File: config.mk
export PLATFORM = sky130hd
export DESIGN_NAME = rmq_div_lane
export DESIGN_NICKNAME = d
export VERILOG_FILES = /design/src/rtl/rmq_pkg.sv /design/src/rtl/rmq_div_lane.sv
export SDC_FILE = /design/constraint.sdc
export NUM_CORES = 2
export LEC_CHECK = 0
export ABC_CLOCK_PERIOD_IN_PS = 3900
export BUFFER_PORTS_ARGS = -buffer_cell sky130_fd_sc_hd__buf_4
export CORE_MARGIN = 2
export CORE_UTILIZATION = 64
export CTS_CLUSTER_DIAMETER = 50
export DETAILED_ROUTE_END_ITERATION = 6
export MAX_ROUTING_LAYER = met4
export PLACE_DENSITY = 0.77
export SYNTH_ARGS = -nofsm -noshare
export SYNTH_HDL_FRONTEND = slang
export SYNTH_SLANG_ARGS = --single-unit
File: constraint.sdc
create_clock -name i_clk -period 3.9 [get_ports i_clk]
set_input_delay 0.78 -clock i_clk [delete_from_list [all_inputs] [get_ports i_clk]]
set_output_delay 0.78 -clock i_clk [all_outputs]
set_load 0.005 [all_outputs]
File: src/rtl/rmq_pkg.sv
// Package: payload types, widths and shared constants for the matrix-to-quaternion pipeline
package rmq_pkg;

    localparam int WordBits = 16;
    localparam int FracBits = 14;
    localparam int RadBits  = WordBits + 3;             // radicand, signed
    localparam int SqInBits = 2 * ((RadBits + FracBits + 1) / 2); // even width of R<<F
    localparam int SqrtBits = SqInBits / 2;             // width of S
    localparam int DiffBits = WordBits + 1;             // pair sum or difference
    localparam int NumBits  = DiffBits - 1 + FracBits + 1; // magnitude<<F plus S
    localparam int DenBits  = SqrtBits + 1;             // 2*S
    localparam int QuoBits  = NumBits;
    localparam int SqSteps  = SqrtBits;
    localparam int DivSteps = NumBits;

    localparam logic [1:0] CaseTrace = 2'd0;
    localparam logic [1:0] CaseRootX = 2'd1;
    localparam logic [1:0] CaseRootY = 2'd2;
    localparam logic [1:0] CaseRootZ = 2'd3;

    typedef struct packed {
        logic signed [WordBits-1:0] e00;
        logic signed [WordBits-1:0] e01;
        logic signed [WordBits-1:0] e02;
        logic signed [WordBits-1:0] e10;
        logic signed [WordBits-1:0] e11;
        logic signed [WordBits-1:0] e12;
        logic signed [WordBits-1:0] e20;
        logic signed [WordBits-1:0] e21;
        logic signed [WordBits-1:0] e22;
    } t_req;

    typedef struct packed {
        logic signed [WordBits-1:0] qw;
        logic signed [WordBits-1:0] qx;
        logic signed [WordBits-1:0] qy;
        logic signed [WordBits-1:0] qz;
        logic [1:0]                 root_case;
        logic                       invalid;
    } t_rsp;

    // Sideband carried alongside the divide lanes
    typedef struct packed {
        logic [1:0]                 root_case;
        logic                       invalid;
        logic signed [WordBits-1:0] root_q;
    } t_side;

    function automatic logic signed [WordBits-1:0] sat_mag(
        input logic neg, input logic [QuoBits-1:0] mag);
        logic [QuoBits:0] lim;
        begin
            lim = neg ? ({{(QuoBits+1-WordBits){1'b0}}, 1'b1, {(WordBits-1){1'b0}}})
                      : ({{(QuoBits+1-WordBits){1'b0}}, 1'b0, {(WordBits-1){1'b1}}});
            if ({1'b0, mag} > lim) begin
                mag = lim[QuoBits-1:0];
            end
            sat_mag = neg ? WordBits'(-$signed({1'b0, mag})) : WordBits'(mag);
        end
    endfunction

endpackage

File: src/rtl/rmq_div_lane.sv
// Divider lane: pipelined restoring division of |d|<<F + S by 2S, one quotient bit per stage
module rmq_div_lane (
    input  logic                                 i_clk,
    input  logic                                 i_en,
    input  logic [rmq_pkg::NumBits-1:0]          i_num,
    input  logic [rmq_pkg::DenBits-1:0]          i_den,
    input  logic                                 i_neg,
    output logic signed [rmq_pkg::WordBits-1:0]  o_q
);
    import rmq_pkg::*;

    logic [NumBits-1:0] r_num [DivSteps+1];
    logic [DenBits:0]   r_rem [DivSteps+1];
    logic [DenBits-1:0] r_den [DivSteps+1];
    logic               r_neg [DivSteps+1];
    logic signed [WordBits-1:0] r_q;

    always_comb begin
        r_num[0] = i_num;
        r_rem[0] = '0;
        r_den[0] = i_den;
        r_neg[0] = i_neg;
    end

    for (genvar k = 0; k < DivSteps; k++) begin : g_step
        logic [DenBits:0] n_rem;
        logic [DenBits:0] n_try;
        logic [NumBits-1:0] n_num;
        always_comb begin
            n_rem = {r_rem[k][DenBits-1:0], r_num[k][NumBits-1]};
            n_try = n_rem - {1'b0, r_den[k]};
            n_num = {r_num[k][NumBits-2:0], ~n_try[DenBits]};
            if (!n_try[DenBits]) begin
                n_rem = n_try;
            end
        end
        always_ff @(posedge i_clk) begin
            if (i_en) begin
                r_num[k+1] <= n_num;
                r_rem[k+1] <= n_rem;
                r_den[k+1] <= r_den[k];
                r_neg[k+1] <= r_neg[k];
            end
        end
    end

    always_ff @(posedge i_clk) begin
        if (i_en) begin
            r_q <= sat_mag(r_neg[DivSteps], r_num[DivSteps]);
        end
    end

    assign o_q = r_q;

endmodule

* Word level (Yosys, flattened, before mapping)
Cells that the tools add are included.
** Operators by class
- Bitwise operators :: 31
- Order comparisons :: 1
- Multiplexer cells :: 34
- $add $sub $neg :: 32
** Operator list (count)
- $sub A19 B18 Y19 :: 30
- $mux W18 :: 29
- $mux W16 :: 4
- $gt A31 B16 Y1 :: 1
- $not A1 Y1 :: 31
- $sub A1 B18 Y19 :: 1
- $neg A16 Y16 :: 1
- $mux W1 :: 1
** Word-level totals
- Bits in registers :: 2088
- Logic and storage cells :: 222
- Input port bits :: 52
- Output and inout bits :: 16

* Longest topological paths before layout
- Depth after elaboration :: 6
- Mapped depth :: 17
- Gate-level depth less buffers :: 15

* Least setup slack after synthesis
OpenSTA, ideal clock, no wires.
- Path kind :: reg-to-reg
- Start :: reg r_den[234] (netlist name)
- End :: reg r_rem[238] (netlist name), data pin
- Buffers on the path :: 1
- Arrival time :: 3.027 ns
- Required time :: 3.640 ns
- Stages on the path, launching flop included :: 12
- Library setup time :: 0.260 ns
- Clock period less this slack :: 3.287 ns
- Path slack :: 0.613 ns
- Path through :: edfxtp_1 ha_1 fa_1 nand2b_1 a21oi_1 a21oi_1 o21ai_2 a31oi_1 a211o_1 xnor2_2 buf_4 mux2_2
** On the way
- Word-level cells in the longest chain between the ends :: 2
** Ends and longest elaborated chain
- start: declaration :: line rmq_div_lane.sv:14 : logic [DenBits-1:0] r_den [DivSteps+1];
- start signal: indexed assignment :: line rmq_div_lane.sv:41 : r_den[k+1] <= r_den[k];
- $sub A19 B18 Y19 :: line rmq_div_lane.sv:31 : n_try = n_rem - {1'b0, r_den[k]};
- $mux W18 :: line rmq_div_lane.sv:33 : if (!n_try[DenBits]) begin
- via g_step[18].n_rem[10] :: line rmq_div_lane.sv:26 : logic [DenBits:0] n_rem;
- end signal: indexed assignment :: line rmq_div_lane.sv:40 : r_rem[k+1] <= n_rem;
- end: declaration :: line rmq_div_lane.sv:13 : logic [DenBits:0] r_rem [DivSteps+1];
The timed path passes the listed nets, and every way through them passes these cells.
A chain may end at the register's enable or synchronous reset.

* Final worst setup path
- Start :: reg r_den[396] (netlist name)
- End :: reg r_rem[405] (netlist name), data pin
** On the way
- Word-level cells in the longest chain between the ends :: 2
** Ends and longest elaborated chain (line)
- $sub A19 B18 Y19 :: rmq_div_lane.sv:31
- $mux W18 :: rmq_div_lane.sv:33
- via g_step[9].n_rem[6] :: rmq_div_lane.sv:26
The timed path passes the listed nets, and every way through them passes these cells.

==> impl_metrics.ini <==
[outcome]
status = finished clean

[timing]
fmax_ghz = 0.2730
rsz0062_at_grt = false
skew_ns = 0.04245
relSlewSlack_pct = 45.24
whs_ns = 0.1200
setup_slack_ns = 0.2372
finalSetupTns_ns = 0
hold_viol_final = 0
period_needed_ns = 3.663
fin_crit_sh_pct = 93.92
setup-violations-final = 0
slew_violations = 0
worst_slew_pin_slew_ns = 0.8214

[cells_and_area]
syn_to_final_growth_pct = 11.64
diodes = 0
drive_gt1_share_pct = 14.30
instances_no_fill = 9361
utilization_pct = 71.76
num-nets-final = 7803

[die]
fp-row-count = 142
core_region_area_mm2 = 0.1494
die_x_um = 391.4
die_h_um = 391.4
design.die.area_mm2 = 0.1532
start_util_pct = 64.28
ios = 68

[global_routing]
antenna_found_initial = 2
grt.total_usage_pct = 23.99
grt-busiest-layer = met2
use_met3_pct = 3.256
grt_start_max_net_pins = 125
grt_pass1_vias = 53020
grt_pass1_wl_um = 281700
met1_usage_pct = 32.42
use_met2_pct = 38.15
grt_overflow = 0

[worst_setup_path]
path_max_fanout = 18
startpoint_type = flop
endpoint_kind = flop
path_class = reg2reg
arrival_ns = 4.21
crit_required_ns = 4.45

[synth]
ys_warn_count = 0
synth_area_mm2 = 0.09605
synth_top_area_share_pct = 65.28
yosysTopAreaCell = edfxtp_1
synth.area.top_cells = edfxtp_1 65%, ha_1 7.3%, mux2_2 4.8%
synthArstFlopShare_pct = 0
ys.flop_type = edfxtp_1
netlist_instances = 6792
syn_area_per_cell_um2 = 14.14
ys_seq_area_share_pct = 65.28
ys_ff_latch = 2088
synthDistinctLibCells = 67
synth-edff-count = 2088

[power_and_ir_drop]
p_leak_uw = 0.04190
powerDensity_mw_per_mm2 = 815.0
vdd.ir_drop.worst_mv = 0.5064

[routing]
wirelength_um = 175900
drtAntennaViolNets = 0
wl_per_cell_um = 18.80
avgViaCountPerCell = 5.725
drc = 0
drt_iter0_drc = 3551
firstDrtPassIters = 6
vias = 53600

[job]
cap_violations = 0

[place]
dp_slack_ns = 0.2380
port_buffers = 67
place_inst = 8965
hpwlAfterDp_um = 122900
gp_congestion = 0.9346

[clock_tree]
clock_sinks = 2088
clockRootBuffer = clkbuf_16
numCtsBuffers = 213
worstSkewPairLatency_ns = 0.83
path_clk_slew_ns = 0.06
cts_tree = built
clock_path_buffers = 3
h-tree-depth = 4

[min_path]
hold_class = in2reg
[flip-flops by register name, indices dropped and copies added, names as in the netlist]
signal,flops
g_step.n_num,900
r_den,540
r_rem,540
r_num,61
r_neg,31
o_q,16
[layout make-up]
type | count | area (µm²)
clock inverter | 141 | 1543
multi-input combinational | 3950 | 30450
clock buffer | 255 | 5488
tap | 2016 | 2522
timing repair buffer | 210 | 1897
sequential | 2088 | 62700
inverter | 701 | 2631
fill | 9694 | 42190
[through the flow]
step                      instance area, µm²  total power (µW)
after global routing                  107200             92640
after detailed placement              100200             67080
after CTS                             107200             87740
after global placement                100200             66290
final                                 107200             87390
after floorplan                        96080             58970
[final timing paths]
path | slack [ns] | endpoint | depth (start not counted) | from
worst max-delay path | 0.24 | r_rem[405] | 11 | r_den[396]
worst max register to register | 0.24 | r_rem[405] | 11 | r_den[396]
worst min register to register | 0.38 | g_step[28].n_num[8] | 0 | g_step[27].n_num[7]
worst min-delay path | 0.12 | g_step[1].n_num[30] | 1 | i_num[28]
[cells in the final DEF, fill, tap and decap left out, types with 29 or more instances in the layout]
cell type | netlist | routed
clkinv_2 | 0 | 37
clkbuf_16 | 0 | 213
fa_1 | 29 | 29
clkbuf_1 | 14 | 42
a31oi_1 | 83 | 83
nor2b_1 | 80 | 80
nand2_1 | 223 | 223
a211oi_1 | 32 | 32
ha_1 | 558 | 558
nor3_1 | 130 | 130
or2_2 | 49 | 50
inv_1 | 699 | 699
mux2_2 | 410 | 410
mux2i_1 | 43 | 43
o31a_1 | 37 | 37
and3_1 | 79 | 79
xor2_1 | 149 | 149
xnor2_1 | 233 | 233
nor2_1 | 340 | 340
a21oi_1 | 375 | 375
a21o_1 | 139 | 139
buf_4 | 12 | 185
a21boi_0 | 31 | 31
o211ai_1 | 64 | 64
nor3b_1 | 36 | 36
nand3_1 | 93 | 93
clkinv_1 | 0 | 42
edfxtp_1 | 2088 | 2088
o21a_1 | 63 | 63
nand2b_1 | 96 | 96
o21ai_0 | 326 | 325
[synthesized netlist by cell type, drive strengths merged, types with 79 or more instances]
master     n
a21o     139
mux2     410
and3      79
a21oi    375
xnor2    245
nand2    223
nand2b    96
edfxtp  2088
xor2     149
ha       558
nor2     340
nor2b     80
inv      701
nand3     93
a31oi     83
o21ai    338
nor3     131
[kinds of logic after synthesis]
family          share of synthesized area, %
xor+xnor                               3.686
compound gates                         8.427
buf+inv                                3.070
mux                                    5.255
flops                                  65.28
simple gates                           6.408
other cells                         0.003904
fa+ha+maj                              7.873
[repair_timing]
item	in CTS	in global routing
setup endpoints to repair	0	10
resized for setup	0	5
setup buffers	0	0
hold buffers	0	0
[power by group]
group	internal (µW)	leakage (µW)	switching, µW
clock	11400	0.00340	8590
sequential	31400	0.0204	2900
combinational	16300	0.0181	16800
total	59100	0.0419	28300
[routing by layer]
layer / wire length [µm] / share of wire, %
met1: 78900 / 45
met2: 84020 / 48
met3: 7913 / 4.5
met4: 5113 / 2.9
met5: 0 / 0
[worst max-delay path, stage by stage (launching register included)]
cell      delay [ns]
edfxtp_1        0.47
ha_1            0.27
fa_1            0.40
nand2b_1        0.16
a21oi_1         0.26
a21oi_1         0.17
o21ai_2         0.27
a31oi_1         0.18
a211o_1         0.33
xnor2_2         0.16
buf_4           0.31
mux2_2          0.39
No activity file was read; power rests on OpenSTA's default activity.
